<file path="config.mk">
export PLATFORM = sky130hd
export DESIGN_NAME = fhad_log
export DESIGN_NICKNAME = d
export VERILOG_FILES = /design/src/sv/fhad_pkg.sv /design/src/sv/fhad_log.sv
export SDC_FILE = /design/constraint.sdc
export NUM_CORES = 2
export LEC_CHECK = 0
export ABC_AREA = 1
export BUFFER_PORTS_ARGS = -buffer_cell sky130_fd_sc_hd__buf_2
export CAP_MARGIN = 10
export CORE_MARGIN = 10
export CORE_UTILIZATION = 50
export DETAILED_ROUTE_END_ITERATION = 10
export PLACE_DENSITY = 0.72
export SYNTH_ARGS = -nofsm -noshare
export SYNTH_HDL_FRONTEND = slang
export SYNTH_SLANG_ARGS = --single-unit
</file>
<file path="constraint.sdc">
create_clock -name aclk -period 6.7 [get_ports aclk]
set_clock_uncertainty 0.05 [all_clocks]
set_input_delay 1.34 -clock aclk [delete_from_list [all_inputs] [get_ports aclk]]
set_output_delay 1.34 -clock aclk [all_outputs]
set_load 0.02 [all_outputs]
</file>
<file path="src/sv/fhad_pkg.sv">
// fhad_pkg: shared types and constants for the frame history averager
// no dependencies; imported by every module of the block

package fhad_pkg;

    // widths fixed by the word fields
    localparam int SAMPLE_W = 32;
    localparam int CNT_W    = 9;    // holds any averaging count up to 256
    localparam int SUM_W    = 41;   // 32-bit words summed over up to 256 slots

    // 0.001 in q16.16 and the decibel scale factors in q.24
    localparam logic signed [32:0] OFFSET_Q16 = 33'sd66;
    localparam logic signed [27:0] K10_Q24    = 28'sd50504453;
    localparam logic signed [27:0] K20_Q24    = 28'sd101008905;

    // register indexes
    localparam logic [1:0] REG_AVG_COUNT = 2'd0;
    localparam logic [1:0] REG_LOG_MODE  = 2'd1;
    localparam logic [1:0] REG_REJECT    = 2'd2;
    localparam logic [1:0] REG_PAUSE     = 2'd3;

    // log mode codes
    localparam logic [1:0] LOG_TEN    = 2'd1;
    localparam logic [1:0] LOG_TWENTY = 2'd2;

    typedef enum logic [6:0] {
        ST_CLEAR = 7'b0000001,
        ST_IDLE  = 7'b0000010,
        ST_WRITE = 7'b0000100,
        ST_READ  = 7'b0001000,
        ST_DIV   = 7'b0010000,
        ST_LOG   = 7'b0100000,
        ST_OUT   = 7'b1000000
    } fhad_state_t;

    typedef enum logic [3:0] {
        LG_IDLE  = 4'b0001,
        LG_NORM  = 4'b0010,
        LG_SQ    = 4'b0100,
        LG_MUL   = 4'b1000
    } fhad_log_state_t;

endpackage

</file>
<file path="src/sv/fhad_log.sv">
// fhad_log: decibel value of a positive q16.16 argument
// normalise, 24 squarings, scale by k; depends on fhad_pkg

module fhad_log
    import fhad_pkg::*;
(
    input  logic                       aclk,
    input  logic                       aresetn,
    input  logic                       start,
    input  logic [SAMPLE_W-1:0]        arg,
    input  logic                       twenty,
    output logic                       done,
    output logic signed [SAMPLE_W-1:0] value
);

    fhad_log_state_t     st_reg, st_next;
    logic                done_reg, done_next;
    logic [31:0]         y_reg, y_next;
    logic [4:0]          e_reg, e_next;
    logic [23:0]         frac_reg, frac_next;
    logic [4:0]          it_reg, it_next;
    logic                twenty_reg, twenty_next;
    logic signed [57:0]  prod_reg, prod_next;

    logic [63:0]         sq;
    logic [32:0]         sq_sh;
    logic signed [29:0]  l2;
    logic [57:0]         pmag;
    logic [25:0]         qmag;
    logic [26:0]         qs;

    always_comb begin
        sq          = 64'(y_reg) * 64'(y_reg);
        sq_sh       = sq[63:31];
        l2          = {6'({1'b0, e_reg} - 6'd16), frac_reg};
        st_next     = st_reg;
        done_next   = 1'b0;
        y_next      = y_reg;
        e_next      = e_reg;
        frac_next   = frac_reg;
        it_next     = it_reg;
        twenty_next = twenty_reg;
        prod_next   = prod_reg;
        case (st_reg)
            LG_IDLE: begin
                if (start) begin
                    y_next      = arg;
                    e_next      = 5'd31;
                    frac_next   = '0;
                    it_next     = '0;
                    twenty_next = twenty;
                    st_next     = LG_NORM;
                end
            end
            LG_NORM: begin
                if (y_reg[31]) begin
                    st_next = LG_SQ;
                end else begin
                    y_next = {y_reg[30:0], 1'b0};
                    e_next = e_reg - 1'b1;
                end
            end
            LG_SQ: begin
                if (sq_sh[32]) begin
                    y_next    = sq_sh[32:1];
                    frac_next = {frac_reg[22:0], 1'b1};
                end else begin
                    y_next    = sq_sh[31:0];
                    frac_next = {frac_reg[22:0], 1'b0};
                end
                it_next = it_reg + 1'b1;
                if (it_reg == 5'd23) begin
                    st_next = LG_MUL;
                end
            end
            LG_MUL: begin
                prod_next = 58'(l2) * 58'(twenty_reg ? K20_Q24 : K10_Q24);
                done_next = 1'b1;
                st_next   = LG_IDLE;
            end
            default: st_next = LG_IDLE;
        endcase
    end

    always_ff @(posedge aclk) begin
        if (!aresetn) begin
            st_reg   <= LG_IDLE;
            done_reg <= 1'b0;
        end else begin
            st_reg   <= st_next;
            done_reg <= done_next;
        end
        y_reg      <= y_next;
        e_reg      <= e_next;
        frac_reg   <= frac_next;
        it_reg     <= it_next;
        twenty_reg <= twenty_next;
        prod_reg   <= prod_next;
    end

    // q.24 times q.24 to q16.16, ties away from zero
    always_comb begin
        pmag  = prod_reg[57] ? 58'(-prod_reg) : 58'(prod_reg);
        qmag  = 26'((pmag + 58'h0_8000_0000) >> 32);
        qs    = prod_reg[57] ? -{1'b0, qmag} : {1'b0, qmag};
        value = SAMPLE_W'(signed'(qs));
    end

    assign done = done_reg;

endmodule

</file>
==> results.py <==
metrics = {
    "global_routing": {
        "grt_pass1_wl_mm": 261,
        "antenna_found_initial": 0,
        "grtUsageTotal_pct": 26.3,
        "gr-total-overflow": 0,
        "grt_max_degree": 59,
        "grt_pass1_vias": 48700,
    },
    "sta": {
        "fmax_ghz": 0.133,
        "final.min_clock_period_ns": 7.52,
        "relSlewSlack_pct": 17.1,
        "finalHoldViolCount": 0,
        "finalWorstSetupSlack_ns": -0.818,
        "min_period_over_period_pct": 112,
        "setup_viol": 33,
        "slew_violations": 0,
        "rsz0062_at_grt": "yes",
        "worst_pin_slew_ns": 1.24,
    },
    "outcome": {
        "outcome": "finished with violations",
        "failed_checks": "negative setup slack",
    },
    "yosys": {
        "postSynthAreaPerCell_um2": 8.23,
        "synth_top_area_share_pct": 41.1,
        "ys_ff_latch": 130,
        "synth_commonest_cells": "inv_1 (2262), nand2_1 (1218), fa_1 (1164)",
        "yosys.cell_count.top_type": "inv_1",
        "synthArstFlopShare_pct": 0,
        "synth_fa_ha_area_share_pct": 56.1,
        "synth-seq-area-share_pct": 6.80,
        "synth_compound_area_share_pct": 4.43,
        "synth_top_area_cell": "fa_1",
        "synth_area_um2": 56600,
        "yosys.area_share.simple_pct": 13.8,
        "synth.area.top_cells": "fa_1 (41%), inv_1 (15%), ha_1 (15%)",
        "yosysWarnings": 0,
        "syn-instance-count": 6879,
        "muxShareOfSynthArea_pct": 0,
        "synth_top_family_by_area": "adder cells",
        "ys.flop_type": "edfxtp_1",
        "ys_types": 53,
        "synth-xor-area-share_pct": 2.49,
        "synth_edf_count": 125,
    },
    "detailed_routing": {
        "drt-initial-drc-count": 3470,
        "num_vias": 45800,
        "drc": 0,
        "antenna_left": 0,
        "vias_per_cell": 5.01,
        "finalWirelength_mm": 164,
        "first_pass_iters": 6,
        "wl_per_cell_um": 17.9,
    },
    "final_layout": {
        "drive_above_1_share_pct": 17.8,
        "largest_register_ffs": 58,
        "n_antenna_cell": 0,
        "nNetsFinal": 9509,
        "area_growth_pct": 19.1,
        "final_cells": 9144,
    },
    "cts": {
        "cts.hold.buffers_added": 0,
        "cts.sinks": 130,
        "cts_tree": "done",
        "clk_latency_ns": 0.52,
        "h-tree-depth": 4,
        "cts_buffer_depth": 2,
        "root_buffer": "clkbuf_16",
        "cts_inserted_buffers": 17,
        "clk_pin_slew_ns": 0.08,
    },
    "critical_path": {
        "r2r-end": "y_reg[24]",
        "r2r_slack_ns": -0.82,
        "criticalPathCategory": "flop to flop",
        "endpoint_kind": "flop",
        "r2r-start": "y_reg[13]",
        "crit_fanout": 14,
        "slowest_delay_ns": 0.61,
        "r2r_cells": 27,
        "critical_path_required_ns": 6.85,
        "slowest_stage": "fa_1",
        "startpoint_type": "flop",
        "worstPathArrival_ns": 7.67,
    },
    "floorplan": {
        "die_y_um": 357,
        "core_um2": 112000,
        "start_util_pct": 50.3,
        "die_width_um": 357,
        "dieArea_um2": 127000,
        "rows": 123,
        "pin_count": 69,
    },
    "worst_hold_path": {
        "min_path_type": "flop to flop",
        "hold_depth": 2,
        "worstHoldEndpoint": "done",
        "worstHoldStart": "st_reg[3]",
    },
    "flow_run": {
        "drv_cap": 0,
    },
    "place": {
        "io_buffers": 68,
        "dp.cells": 9025,
        "dp_hpwl_mm": 141,
        "gp_congestion": 0.983,
    },
}
[layout make-up]
cell class | instances | area [µm²]
multi-input cells | 4321 | 45200
fillers | 9516 | 45000
inverters | 2275 | 8560
repair buffers | 883 | 7360
flip-flops and latches | 130 | 3850
well taps | 1500 | 1880
clock buffers | 17 | 425
clock inverters | 15 | 165
repair inverters | 3 | 48.8
[worst max-delay path: cells and delay by family, from the launching register on]
kind                     cells  cell delay [ns]
buffers and inverters        7             0.58
adder cells (fa/ha/maj)      9             4.48
flip-flops                   1             0.44
XOR/XNOR                     1             0.12
AND/OR/NAND/NOR              3             0.29
AO/OA/AOI/OAI                7             1.22
[worst max-delay path by stage]
| stage | from | end |
|---|---|---|
| floorplan | y_reg[11] | y_reg[16] |
| global placement | y_reg[10] | y_reg[13] |
| detailed placement | y_reg[10] | y_reg[13] |
| CTS | y_reg[16] | y_reg[30] |
| global route | y_reg[5] | y_reg[18] |
| finish | y_reg[13] | y_reg[24] |
[cells in the final DEF (no fill, tap or decap), drive strengths merged, types with 6 or more instances in the layout]
cell       n
a21boi     9
clkinv     6
nor3      18
clkbuf    17
conb      30
o21a       9
xor2      96
a21o      17
a31oi     36
o211ai    26
edfxtp   125
nand4     21
o21ai     93
nor4      10
nor2     393
buf      881
o21bai    30
fa      1164
a21oi    176
inv     2284
ha       678
nand2   1261
a31o       6
nand3b    10
xnor2     63
nand3    145
[repair_timing]
| action | in CTS | in global routing |
|---|---|---|
| setup endpoints to repair | 43 | 53 |
| buffers inserted | 66 | 15 |
| pin swaps | 101 | 49 |
| resized for setup | 277 | 121 |
| gates cloned | 8 | 0 |
[metrics by stage]
stage	instance area, µm²	hold slack [ns]	setup TNS, ns	setup WS [ns]	utilization [%]
floorplan	57100	0.396	-4.84	-0.189	-
global placement	64500	0.514	-26.43	-1.07	57.3
detailed placement	64500	0.514	-28.45	-1.04	57.3
CTS	66900	0.528	-20.30	-0.700	59.5
global route	67500	0.546	-31.47	-0.966	60.0
finish	67500	0.525	-23.15	-0.818	60.0
[metal layers]
metal	vias to the layer above	part of all wire, %	track usage (%)	routed length (µm)
met5	-	0	0	0
met3	278	8.3	4.76	13600
met2	1546	46	41.4	74500
met1	22600	43	36.7	70300
met4	0	3.2	8.10	5200
li1	21400	-	-	-
[kinds of logic (layout without fill, tap and decap cells)]
| kind of cell | Yosys count | count (layout) |
|---|---|---|
| simple gates | 1867 | 1867 |
| buf+inv | 2457 | 3193 |
| flops | 130 | 130 |
| xor+xnor | 159 | 159 |
| fa+ha+maj | 1842 | 1842 |
| compound gates | 423 | 423 |
| other cells | 1 | 30 |
Power is not shown: default switching activity piles up to over one toggle a cycle in this logic, so the estimate is an artifact.
