### config.mk
export PLATFORM = sky130hd
export DESIGN_NAME = fhad_div
export DESIGN_NICKNAME = d
export VERILOG_FILES = /design/src/sv/fhad_pkg.sv /design/src/sv/fhad_div.sv
export SDC_FILE = /design/constraint.sdc
export NUM_CORES = 1
export LEC_CHECK = 0
export BUFFER_PORTS_ARGS = -buffer_cell sky130_fd_sc_hd__buf_2
export CORE_MARGIN = 5
export CORE_UTILIZATION = 46
export CTS_CLUSTER_DIAMETER = 30
export DETAILED_ROUTE_END_ITERATION = 12
export PLACE_DENSITY = 0.66
export SETUP_SLACK_MARGIN = 0.02
export SLEW_MARGIN = 40
export SYNTH_ARGS = -nofsm -noshare
export SYNTH_HDL_FRONTEND = slang
export SYNTH_SLANG_ARGS = --single-unit
### constraint.sdc
create_clock -name aclk -period 4.6 [get_ports aclk]
set_input_delay 0.46 -clock aclk [delete_from_list [all_inputs] [get_ports aclk]]
set_output_delay 0.46 -clock aclk [all_outputs]
set_load 0.005 [all_outputs]
### src/sv/fhad_pkg.sv
// fhad_pkg: shared types and constants for the frame history averager
// no dependencies; imported by every module of the block

package fhad_pkg;

    // widths fixed by the word fields
    localparam int SAMPLE_W = 32;
    localparam int CNT_W    = 9;    // holds any averaging count up to 256
    localparam int SUM_W    = 41;   // 32-bit words summed over up to 256 slots

    // 0.001 in q16.16 and the decibel scale factors in q.24
    localparam logic signed [32:0] OFFSET_Q16 = 33'sd66;
    localparam logic signed [27:0] K10_Q24    = 28'sd50504453;
    localparam logic signed [27:0] K20_Q24    = 28'sd101008905;

    // register indexes
    localparam logic [1:0] REG_AVG_COUNT = 2'd0;
    localparam logic [1:0] REG_LOG_MODE  = 2'd1;
    localparam logic [1:0] REG_REJECT    = 2'd2;
    localparam logic [1:0] REG_PAUSE     = 2'd3;

    // log mode codes
    localparam logic [1:0] LOG_TEN    = 2'd1;
    localparam logic [1:0] LOG_TWENTY = 2'd2;

    typedef enum logic [6:0] {
        ST_CLEAR = 7'b0000001,
        ST_IDLE  = 7'b0000010,
        ST_WRITE = 7'b0000100,
        ST_READ  = 7'b0001000,
        ST_DIV   = 7'b0010000,
        ST_LOG   = 7'b0100000,
        ST_OUT   = 7'b1000000
    } fhad_state_t;

    typedef enum logic [3:0] {
        LG_IDLE  = 4'b0001,
        LG_NORM  = 4'b0010,
        LG_SQ    = 4'b0100,
        LG_MUL   = 4'b1000
    } fhad_log_state_t;

endpackage

### src/sv/fhad_div.sv
// fhad_div: signed sum divided by the averaging count, rounded to nearest
// bit-serial restoring divider; depends on fhad_pkg

module fhad_div
    import fhad_pkg::*;
(
    input  logic                       aclk,
    input  logic                       aresetn,
    input  logic                       start,
    input  logic signed [SUM_W-1:0]    sum,
    input  logic [CNT_W-1:0]           count,
    output logic                       done,
    output logic signed [SAMPLE_W-1:0] quotient
);

    localparam int DVD_W  = SUM_W + 1;
    localparam int STEP_W = $clog2(DVD_W + 1);

    logic                busy_reg, busy_next;
    logic                done_reg, done_next;
    logic                neg_reg, neg_next;
    logic [DVD_W-1:0]    dvd_reg, dvd_next;
    logic [CNT_W:0]      rem_reg, rem_next;
    logic [CNT_W:0]      den_reg, den_next;
    logic [STEP_W-1:0]   step_reg, step_next;

    logic [SUM_W-1:0]    mag;
    logic [CNT_W:0]      rem_shift;
    logic [SAMPLE_W:0]   q_signed;

    always_comb begin
        mag       = sum[SUM_W-1] ? SUM_W'(-sum) : SUM_W'(sum);
        rem_shift = {rem_reg[CNT_W-1:0], dvd_reg[DVD_W-1]};
        busy_next = busy_reg;
        done_next = 1'b0;
        neg_next  = neg_reg;
        dvd_next  = dvd_reg;
        rem_next  = rem_reg;
        den_next  = den_reg;
        step_next = step_reg;
        if (start) begin
            busy_next = 1'b1;
            neg_next  = sum[SUM_W-1];
            dvd_next  = {1'b0, mag} + DVD_W'(count >> 1);
            rem_next  = '0;
            den_next  = {1'b0, count};
            step_next = '0;
        end else if (busy_reg) begin
            if (rem_shift >= den_reg) begin
                rem_next = rem_shift - den_reg;
                dvd_next = {dvd_reg[DVD_W-2:0], 1'b1};
            end else begin
                rem_next = rem_shift;
                dvd_next = {dvd_reg[DVD_W-2:0], 1'b0};
            end
            step_next = step_reg + 1'b1;
            if (step_reg == STEP_W'(DVD_W - 1)) begin
                busy_next = 1'b0;
                done_next = 1'b1;
            end
        end
    end

    always_ff @(posedge aclk) begin
        if (!aresetn) begin
            busy_reg <= 1'b0;
            done_reg <= 1'b0;
        end else begin
            busy_reg <= busy_next;
            done_reg <= done_next;
        end
        neg_reg  <= neg_next;
        dvd_reg  <= dvd_next;
        rem_reg  <= rem_next;
        den_reg  <= den_next;
        step_reg <= step_next;
    end

    // mean magnitude never exceeds 2^31, so the low bits carry it
    assign q_signed = neg_reg ? -{1'b0, dvd_reg[SAMPLE_W-1:0]} : {1'b0, dvd_reg[SAMPLE_W-1:0]};
    assign quotient = q_signed[SAMPLE_W-1:0];
    assign done     = done_reg;

endmodule

==> results of run 1 <==
==> final cells by class <==
cell class,instances,area share
sequential,69,0.2712
clock buffer,11,0.03317
clock inverter,5,0.004101
multi-input combinational,565,0.5760
timing repair buffer,92,0.06919
tap,176,0.03138
inverter,28,0.01498
==> path summary, 6_finish.rpt <==
check,startpoint,to,slack (ns),cells past startpoint
worst max-delay path,dvd_reg[9]$_DFFE_PP_,quotient[26],0.93,8
worst min-delay path,count[0],den_reg[0]$_DFFE_PP_,0.31,1
worst max register to register,dvd_reg[41]$_DFFE_PP_,dvd_reg[0]$_DFFE_PP_,1.94,9
worst min register to register,step_reg[5]$_SDFFE_PP0P_,done$_SDFF_PP0_,0.48,2
==> cells by family after synthesis <==
logic type,count (synthesis),synth area share
XOR/XNOR,100,0.1408
AND/OR/NAND/NOR,254,0.2257
adder cells (fa/ha/maj),23,0.04868
flip-flops,69,0.3058
multiplexers,34,0.05995
AO/OA/AOI/OAI,154,0.1734
buffers and inverters,68,0.04566
==> cells in the final DEF (no fill, tap or decap), types with 5 or more instances in the layout <==
master and count:
a211oi_1 12, a21o_1 5, a21oi_1 21, a31oi_1 5, and3_1 5, buf_2 85, buf_4 6, clkbuf_16 9
dfxtp_1 16, edfxtp_1 52, ha_1 21, inv_1 28, mux2_2 26, mux2i_1 8, nand2_1 61, nand2b_1 12
nand3_1 21, nand3b_1 5, nand4_1 13, nor2_1 36, nor2b_1 10, nor3_1 27, nor4_1 13, o211ai_1 6
o21a_1 6, o21ai_0 33, o31ai_1 25, o41ai_1 17, or3_1 17, or4_1 9, xnor2_1 66, xor2_1 34
==> per-stage QoR <==
step / hold WS [ns] / utilization / worst slack [ns] / instances
2_1_floorplan: 0.4470 / - / 0.2657 / 702
3_3_place_gp: 0.4644 / 0.5083 / 0.6834 / 929
3_5_place_dp: 0.4776 / 0.5089 / 0.6581 / 929
4_1_cts: 0.3022 / 0.5286 / 0.9212 / 945
5_1_grt: 0.3019 / 0.5299 / 0.7129 / 946
6_report: 0.3073 / 0.5299 / 0.9313 / 946
==> worst max-delay path: stages (launching register included) <==
cell and delay, ns:
edfxtp_1 0.46, or4_1 0.60, nor4_1 0.33, nand3_1 0.16
or2_2 0.36, or3_1 0.39, o31ai_1 0.27, xnor2_1 0.17
buf_2 0.14
==> power by group through the flow <==
stage                     Clock, mW  Sequential [mW]  Combinational (mW)
after floorplan                   0            0.828               0.453
after global placement            0            0.856               0.628
after detailed placement          0            0.859               0.641
after CTS                     0.630            0.847               0.645
after global routing          0.660            0.857               0.719
final                         0.621            0.846               0.650
==> layer usage <==
layer	GRT usage	share of wire	up-vias
met3	0.02794	0.053	14
met1	0.2994	0.48	2625
met4	0.05741	0.012	0
li1	-	-	2747
met2	0.3092	0.46	197
met5	0	0	-
==> flow_summary.yaml, run 1 <==
drt:
  wl_um: 16210
  antenna_left: 0
  vias_per_cell: 5.902
  firstDrtPassIters: 5
  vias: 5583
  drcViolationCount: 0
  dr.first_iter.drc_count: 392
  routedWlPerCell_um: 17.13
worst_setup_path:
  crit_fanout: 5
  end_kind: "output port"
  crit_required_ns: 4.14
  crit_path_start_kind: "register"
  path_class: "reg -> out"
  worstPathArrival_ns: 3.21
global_routing:
  grt_pass1_vias: 5209
  grt_max_degree: 43
  antenna_found_initial: 0
  grt_pass1_wl_um: 26840
  track_usage: 0.2025
  grt_remaining_overflow: 0
placement:
  gp_congestion: 0.8567
  place_area_um2: 6739
  port_buffers: 85
  post-dp-hpwl_um: 12490
timing:
  setup-tns-final_ns: 0
  period_share: 0.7975
  worst_slew_pin_slew_ns: 0.7524
  maxSlewViolCount: 0
  setup_viol: 0
  max_freq_mhz: 272.6
  relSlewSlack: 0.4945
  hold_viol: 0
  fin_crit_ns: 3.669
  finClkSkew_ns: 0.008883
  rsz0062_at_grt: "no"
cts:
  post-cts-setup-buffer-count: 0
  ctsRootBufferMaster: "clkbuf_16"
  cts.htree.levels: 3
  cts_tree: "yes"
  cts_buffers: 9
  cts_num_sinks: 69
  cts_buffer_depth: 2
  worstSkewPairLatency_ns: 0.33
  ctsResizeCount: 0
  path_clk_slew_ns: 0.06
  hold_buffers: 0
yosys:
  yosysTopAreaCell: "edfxtp_1"
  async_flop_share: 0
  synth_most_common_cell: "xnor2_1"
  syn-cell-area_um2: 6220
  ys_types: 65
  ys.warnings.count: 0
  yosysSeqAreaShare: 0.3058
  synthTopCellsByArea: "edfxtp_1 25%, xnor2_1 9.3%, dfxtp_1 5.5%"
  syn-num-nets: 778
  synthFlopType: "edfxtp_1"
  avgSynthCellArea_um2: 8.860
  syn_inst: 702
  synth_commonest_cells: "66 x xnor2_1, 61 x nand2_1, 52 x edfxtp_1"
  synth_edf_count: 52
  synth_top_area_frac: 0.2511
  ys_ff_latch: 69
outcome:
  status: "complete, no violations"
min_path:
  min_path_type: "in -> reg"
cells_and_area:
  syn2layout_area_growth_pct: 12.81
  design_area_um2: 7017
  antenna_cells: 0
  largest_reg_flops: 42
  final_nets: 841
  drive_above_1_share: 0.1922
  fillers: 1257
  seq_area_um2: 1903
  multi_input_area_um2: 4041
pwr:
  internal_power_mw: 1.431
  clock_power_share: 0.293
  netSwitchingPower_mw: 0.6847
  powerDensity_nw_per_um2: 301.5
  seqPwrFrac: 0.400
  p_total_mw: 2.116
  switching_share: 0.3236
  pwr-share-comb: 0.307
  leakagePower_nw: 2.613
  irDropWorstVdd_v: 0.0001531
die:
  die_area_um2: 15950
  initial_core_util: 0.4697
  core_um2: 13240
  pin_count: 86
  die_x_um: 126.3
  die_y_um: 126.3
  rows: 42
job:
  cap_violations: 0
(Power assumes the default switching activity.)
==> run 2, diff against run 1 <==
--- a/config.mk
+++ b/config.mk
@@ -5,12 +5,13 @@
 export SDC_FILE = /design/constraint.sdc
 export NUM_CORES = 1
 export LEC_CHECK = 0
+export ABC_AREA = 1
 export BUFFER_PORTS_ARGS = -buffer_cell sky130_fd_sc_hd__buf_2
 export CORE_MARGIN = 5
 export CORE_UTILIZATION = 46
 export CTS_CLUSTER_DIAMETER = 30
 export DETAILED_ROUTE_END_ITERATION = 12
-export PLACE_DENSITY = 0.66
+export PLACE_DENSITY = 0.65
 export SETUP_SLACK_MARGIN = 0.02
 export SLEW_MARGIN = 40
 export SYNTH_ARGS = -nofsm -noshare
==> constraint.sdc (replaced) <==
create_clock -name aclk -period 2.95 [get_ports aclk]
set_input_delay 0.295 -clock aclk [delete_from_list [all_inputs] [get_ports aclk]]
set_output_delay 0.295 -clock aclk [all_outputs]
set_load 0.005 [all_outputs]
==> run 2 against run 1 <==
Power is 63% higher. First-iteration DRC count is 3.1% higher. Combinational power is 51% higher. Synthesized cell count is 40% higher. Non-clock buffer count is 22 higher. Setup slack worse by 0.84 ns. Clock skew hardly changed. Via count is 15% higher. Sequential power is 48% higher. Die area is 5.6% higher. Critical path depth is 4 higher. Hold slack worse by 0.17 ns.
==> flow_summary.yaml, run 2 <==
drt:
  antenna_left: 0
  wl_um: 17640
  firstDrtPassIters: 5
  routedWlPerCell_um: 13.85
  vias: 6440
  vias_per_cell: 5.059
  drcViolationCount: 0
  dr.first_iter.drc_count: 404
pwr:
  leakagePower_nw: 3.498
  p_total_mw: 3.442
  powerDensity_nw_per_um2: 444.3
  irDropWorstVdd_v: 0.0002296
yosys:
  ys_types: 45
  synth_most_common_cell: "nand2_1"
  yosysTopAreaCell: "edfxtp_1"
  yosysSeqAreaShare: 0.2883
  ys.warnings.count: 0
  ys_ff_latch: 69
  synth_edf_count: 52
  synthTopCellsByArea: "edfxtp_1 24%, nand2_1 17%, nor2_1 6.4%"
  syn_inst: 984
  syn-num-nets: 1060
  async_flop_share: 0
  avgSynthCellArea_um2: 6.704
  synth_commonest_cells: "299 x nand2_1, 113 x nor2_1, 103 x inv_1"
  syn-cell-area_um2: 6596
  synth_top_area_frac: 0.2367
  synthFlopType: "edfxtp_1"
die:
  core_um2: 13990
  initial_core_util: 0.4716
  die_y_um: 129.8
  die_area_um2: 16840
  pin_count: 86
  rows: 43
  die_x_um: 129.8
global_routing:
  track_usage: 0.2140
  grt_max_degree: 59
  grt_remaining_overflow: 0
  grt_pass1_vias: 5976
  grt_pass1_wl_um: 29130
  antenna_found_initial: 0
timing:
  finClkSkew_ns: 0.009215
  setup_viol: 0
  maxSlewViolCount: 0
  layout_setup_ws_ns: 0.09362
  worst_slew_pin_slew_ns: 0.5494
  holdWs_ns: 0.1358
  hold_viol: 0
  period_share: 0.9683
  setup-tns-final_ns: 0
  rsz0062_at_grt: "yes"
  max_freq_mhz: 350.1
  relSlewSlack: 0.6333
  fin_crit_ns: 2.856
cells_and_area:
  drive_above_1_share: 0.1976
  final_cells: 1273
  layout_common_cells: "298 x nand2_1, 110 x nor2_1, 102 x inv_1"
  final_nets: 1164
  syn2layout_area_growth_pct: 17.45
  antenna_cells: 0
  design_area_um2: 7747
  final_util: 0.5538
  largest_reg_flops: 42
  final_common_cell: "nand2_1"
cts:
  cts.htree.levels: 3
  cts_num_sinks: 69
  cts_buffer_depth: 2
  worstSkewPairLatency_ns: 0.34
  cts_tree: "yes"
  path_clk_slew_ns: 0.07
  hold_buffers: 0
  cts_buffers: 9
  ctsRootBufferMaster: "clkbuf_16"
placement:
  gp_congestion: 0.8752
  place_area_um2: 7273
  dp.cells: 1246
  port_buffers: 85
  place_ws_ns: 0.03486
  post-dp-hpwl_um: 14070
worst_setup_path:
  crit_fanout: 4
  crit_required_ns: 2.65
  crit_chain: "inv_2 -> buf_6 -> nand4_1 -> nor3_2 -> nand3_2 -> nor3_4 -> nand4_1 -> nor2_2 -> nand3_1 -> nand2_1 -> xor2_1 -> buf_2"
  path_common_cell: "nand4_1"
  slowest_delay_ns: 0.41
  end_kind: "output port"
  crit_path_start_kind: "register"
  crit_family: "simple AND/OR/NAND/NOR gates"
  crit_path_top_delay_cell: "edfxtp_1"
  crit_buf_inv: 3
  worstPathArrival_ns: 2.56
  path_class: "reg -> out"
min_path:
  min_path_type: "in -> reg"
outcome:
  status: "complete, no violations"
job:
  cap_violations: 0
## run 2: worst register-to-register path, stage by stage (launching register included)
cell      delay, ns
edfxtp_1       0.40
inv_1          0.06
ha_1           0.23
fa_1           0.41
o21ai_0        0.36
nand2_1        0.09
o211ai_1       0.13
nand2_1        0.11
nand2_1        0.11
buf_4          0.15
nand2_1        0.06
a32o_1         0.23
## run 2: where the power goes
part	leakage (nW)	internal, mW	switching, mW	total [mW]
clock	0.161	0.754	0.450	1.20
combinational	2.67	0.391	0.593	0.984
sequential	0.669	1.17	0.0888	1.25
## run 2: logic make-up after synthesis
kind of cell    Yosys count  share of synthesized area
simple gates            590                     0.4091
fa+ha+maj                23                    0.04590
compound gates          109                    0.09446
buf+inv                 130                    0.07853
xor+xnor                 63                    0.08365
flops                    69                     0.2883
## run 2: routing by layer
layer,up-vias,part of all wire,track usage
met3,12,0.053,0.02743
met5,-,0,0
li1,3402,-,-
met1,2860,0.51,0.3208
met4,0,0.0096,0.04890
met2,166,0.42,0.3297
## run 2: path summary, 6_finish.rpt
| kind | start | to | slack, ns | cells past startpoint |
|---|---|---|---|---|
| hold reg to reg | rem_reg[7]$_SDFFE_PP0P_ | rem_reg[7]$_SDFFE_PP0P_ | 0.48 | 2 |
| setup / recovery | dvd_reg[0]$_DFFE_PP_ | quotient[29] | 0.09 | 12 |
| hold / removal | count[0] | den_reg[0]$_DFFE_PP_ | 0.14 | 1 |
| setup reg to reg | dvd_reg[41]$_DFFE_PP_ | rem_reg[2]$_SDFFE_PP0P_ | 0.50 | 11 |
## run 2: layout make-up
type	instances	area [um2]
clock buffers	9	225.2
multi-input cells	785	4235
well taps	180	225.2
fillers	1425	6241
repair buffers	114	646.9
inverters	109	409.1
clock inverters	7	103.9
flip-flops and latches	69	1902
## run 2: what timing repair did
action	4_1_cts	5_1_grt
buffers inserted	5	6
pin swaps	5	11
resized for setup	11	7
endpoints found under the setup margin	8	10
hold endpoints to repair	0	0
==> run 3, diff against run 2 <==
--- a/config.mk
+++ b/config.mk
@@ -9,11 +9,11 @@
 export BUFFER_PORTS_ARGS = -buffer_cell sky130_fd_sc_hd__buf_2
 export CORE_MARGIN = 5
 export CORE_UTILIZATION = 46
+export CTS_BUF_LIST = sky130_fd_sc_hd__clkbuf_4 sky130_fd_sc_hd__clkbuf_8
 export CTS_CLUSTER_DIAMETER = 30
 export DETAILED_ROUTE_END_ITERATION = 12
-export PLACE_DENSITY = 0.65
+export PLACE_DENSITY = 0.74
 export SETUP_SLACK_MARGIN = 0.02
-export SLEW_MARGIN = 40
 export SYNTH_ARGS = -nofsm -noshare
 export SYNTH_HDL_FRONTEND = slang
 export SYNTH_SLANG_ARGS = --single-unit
==> run 3 against run 2 <==
Critical path type unchanged. Largest power group unchanged. Via count increased by 1.3%. First-iteration DRC count increased by 23%. Count of clock-buffer cells in the layout increased by 2. Die area unchanged. Sequential power about the same. Final cell count unchanged. Routed wire length decreased by 1.4%. Global-route usage decreased by 0.85 points. Clock skew increased by 0.0043 ns.
==> flow_summary.yaml, run 3 (synthesized netlist as in run 2, its figures left out) <==
outcome:
  status: "complete, no violations"
timing:
  setup_viol: 0
  fin_crit_ns: 2.857
  period_share: 0.9685
  rsz0062_at_grt: "yes"
  hold_viol: 0
  max_freq_mhz: 350.0
  setup-tns-final_ns: 0
  maxSlewViolCount: 0
  finClkSkew_ns: 0.01354
  relSlewSlack: 0.6365
  worst_slew_pin_slew_ns: 0.5447
global_routing:
  track_usage: 0.2055
  grt_pass1_vias: 5960
  grt_pass1_wl_um: 28260
  grt_remaining_overflow: 0
  grt_max_degree: 52
  antenna_found_initial: 0
placement:
  port_buffers: 85
  place_area_um2: 7251
  post-dp-hpwl_um: 13960
  gp_congestion: 0.8841
cts:
  cts_buffer_depth: 2
  cts_buffers: 9
  hold_buffers: 0
  cts_tree: "yes"
  path_clk_slew_ns: 0.08
  cts_num_sinks: 69
  cts.htree.levels: 3
  worstSkewPairLatency_ns: 0.35
  ctsRootBufferMaster: "clkbuf_8"
cells_and_area:
  final_util: 0.5443
  final_nets: 1164
  design_area_um2: 7614
  layout_common_cells: "298 x nand2_1, 110 x nor2_1, 100 x inv_1"
  drive_above_1_share: 0.1995
  fillers: 1363
  antenna_cells: 0
  largest_reg_flops: 42
  syn2layout_area_growth_pct: 15.42
  final_common_cell: "nand2_1"
die:
  pin_count: 86
  die_area_um2: 16840
  core_um2: 13990
  die_x_um: 129.8
  rows: 43
  initial_core_util: 0.4716
  die_y_um: 129.8
worst_setup_path:
  worstPathArrival_ns: 2.56
  crit_chain: "inv_2 -> nand4_1 -> nor3_4 -> nand3_2 -> nor3_4 -> nand4_1 -> nor2_4 -> buf_4 -> a21oi_2 -> xor2_1 -> buf_2"
  crit_path_top_delay_cell: "edfxtp_1"
  crit_fanout: 4
  crit_required_ns: 2.65
  reg2reg_depth: 12
  slowest_delay_ns: 0.44
  crit_path_start_kind: "register"
  path_class: "reg -> out"
  end_kind: "output port"
pwr:
  irDropWorstVdd_v: 0.0002201
  powerDensity_nw_per_um2: 389.6
  switching_share: 0.3605
  netSwitchingPower_mw: 1.069
  pwr-share-comb: 0.333
  internal_power_mw: 1.897
  seqPwrFrac: 0.425
  leakagePower_nw: 3.429
  clock_power_share: 0.242
min_path:
  min_path_type: "in -> reg"
  holdPathStages: 1
drt:
  vias_per_cell: 5.126
  antenna_left: 0
  drcViolationCount: 0
  firstDrtPassIters: 5
  vias: 6525
  wl_um: 17390
  dr.first_iter.drc_count: 497
  routedWlPerCell_um: 13.66
job:
  cap_violations: 0
## run 3: cell types whose count changed in the layout (fill, tap and decap cells not counted), moves of 3 or more
cell | before | now
clkbuf_8 | 0 | 10
o21ai_2 | 9 | 6
clkbuf_16 | 9 | 0
inv_6 | 4 | 1
## run 3: cell type report
cell class                 count  area (um2)  share of cell area
tap                          180       225.2             0.02958
clock buffer                  11       145.1             0.01906
sequential                    69        1902              0.2498
multi-input combinational    785        4255              0.5589
inverter                     109       409.1             0.05374
timing repair buffer         114       643.1             0.08447
clock inverter                 5       33.78            0.004437
## run 3: stage by stage
step                hold WS (ns)  instances  power [mW]  setup WS (ns)
floorplan                 0.3939        984       1.868         0.2615
global placement          0.4464       1243       2.188        0.06608
detailed placement        0.4658       1243       2.205       -0.04185
CTS                       0.1280       1263       2.923        0.02634
global route              0.1280       1273       3.154        -0.1174
finish                    0.1388       1273       2.966        0.09287
## run 3: final timing paths
path         slack [ns]               startpoint                       to
max reg2reg        0.31    dvd_reg[41]$_DFFE_PP_  rem_reg[5]$_SDFFE_PP0P_
min reg2reg        0.48  rem_reg[7]$_SDFFE_PP0P_  rem_reg[7]$_SDFFE_PP0P_
min                0.14                 count[0]     den_reg[0]$_DFFE_PP_
max                0.09     dvd_reg[0]$_DFFE_PP_             quotient[31]
## run 3: metal layers
| metal | vias to the layer above | routed length [um] | global-route usage |
|---|---|---|---|
| met4 | 0 | 157 | 0.04156 |
| met2 | 198 | 7543 | 0.3258 |
| li1 | 3407 | - | - |
| met3 | 13 | 1190 | 0.02088 |
| met5 | - | 0 | 0 |
| met1 | 2907 | 8497 | 0.3057 |
## run 3: critical path: cells and delay by family (launching register included)
kind                      cells  cell delay [ns]
AOI/OAI and AO/OA             1             0.04
xor gates and xnor gates      1             0.18
buffers and inverters         3             0.41
DFF                           1             0.44
and+or+nand+nor               6             1.14
## run 3: what timing repair did
action                     in CTS  in global routing
setup endpoints to repair       6                 15
gates resized for setup         5                 17
pin swaps                       4                  9
setup buffers                   4                 10
## run 3: power by group through the flow
| stage | clock network [mW] | registers (mW) | logic (mW) |
|---|---|---|---|
| final | 0.719 | 1.26 | 0.987 |
| after global routing | 0.769 | 1.27 | 1.11 |
| after CTS | 0.726 | 1.26 | 0.942 |
| after detailed placement | 0 | 1.27 | 0.931 |
| after global placement | 0 | 1.27 | 0.917 |
| after floorplan | 0 | 1.24 | 0.625 |
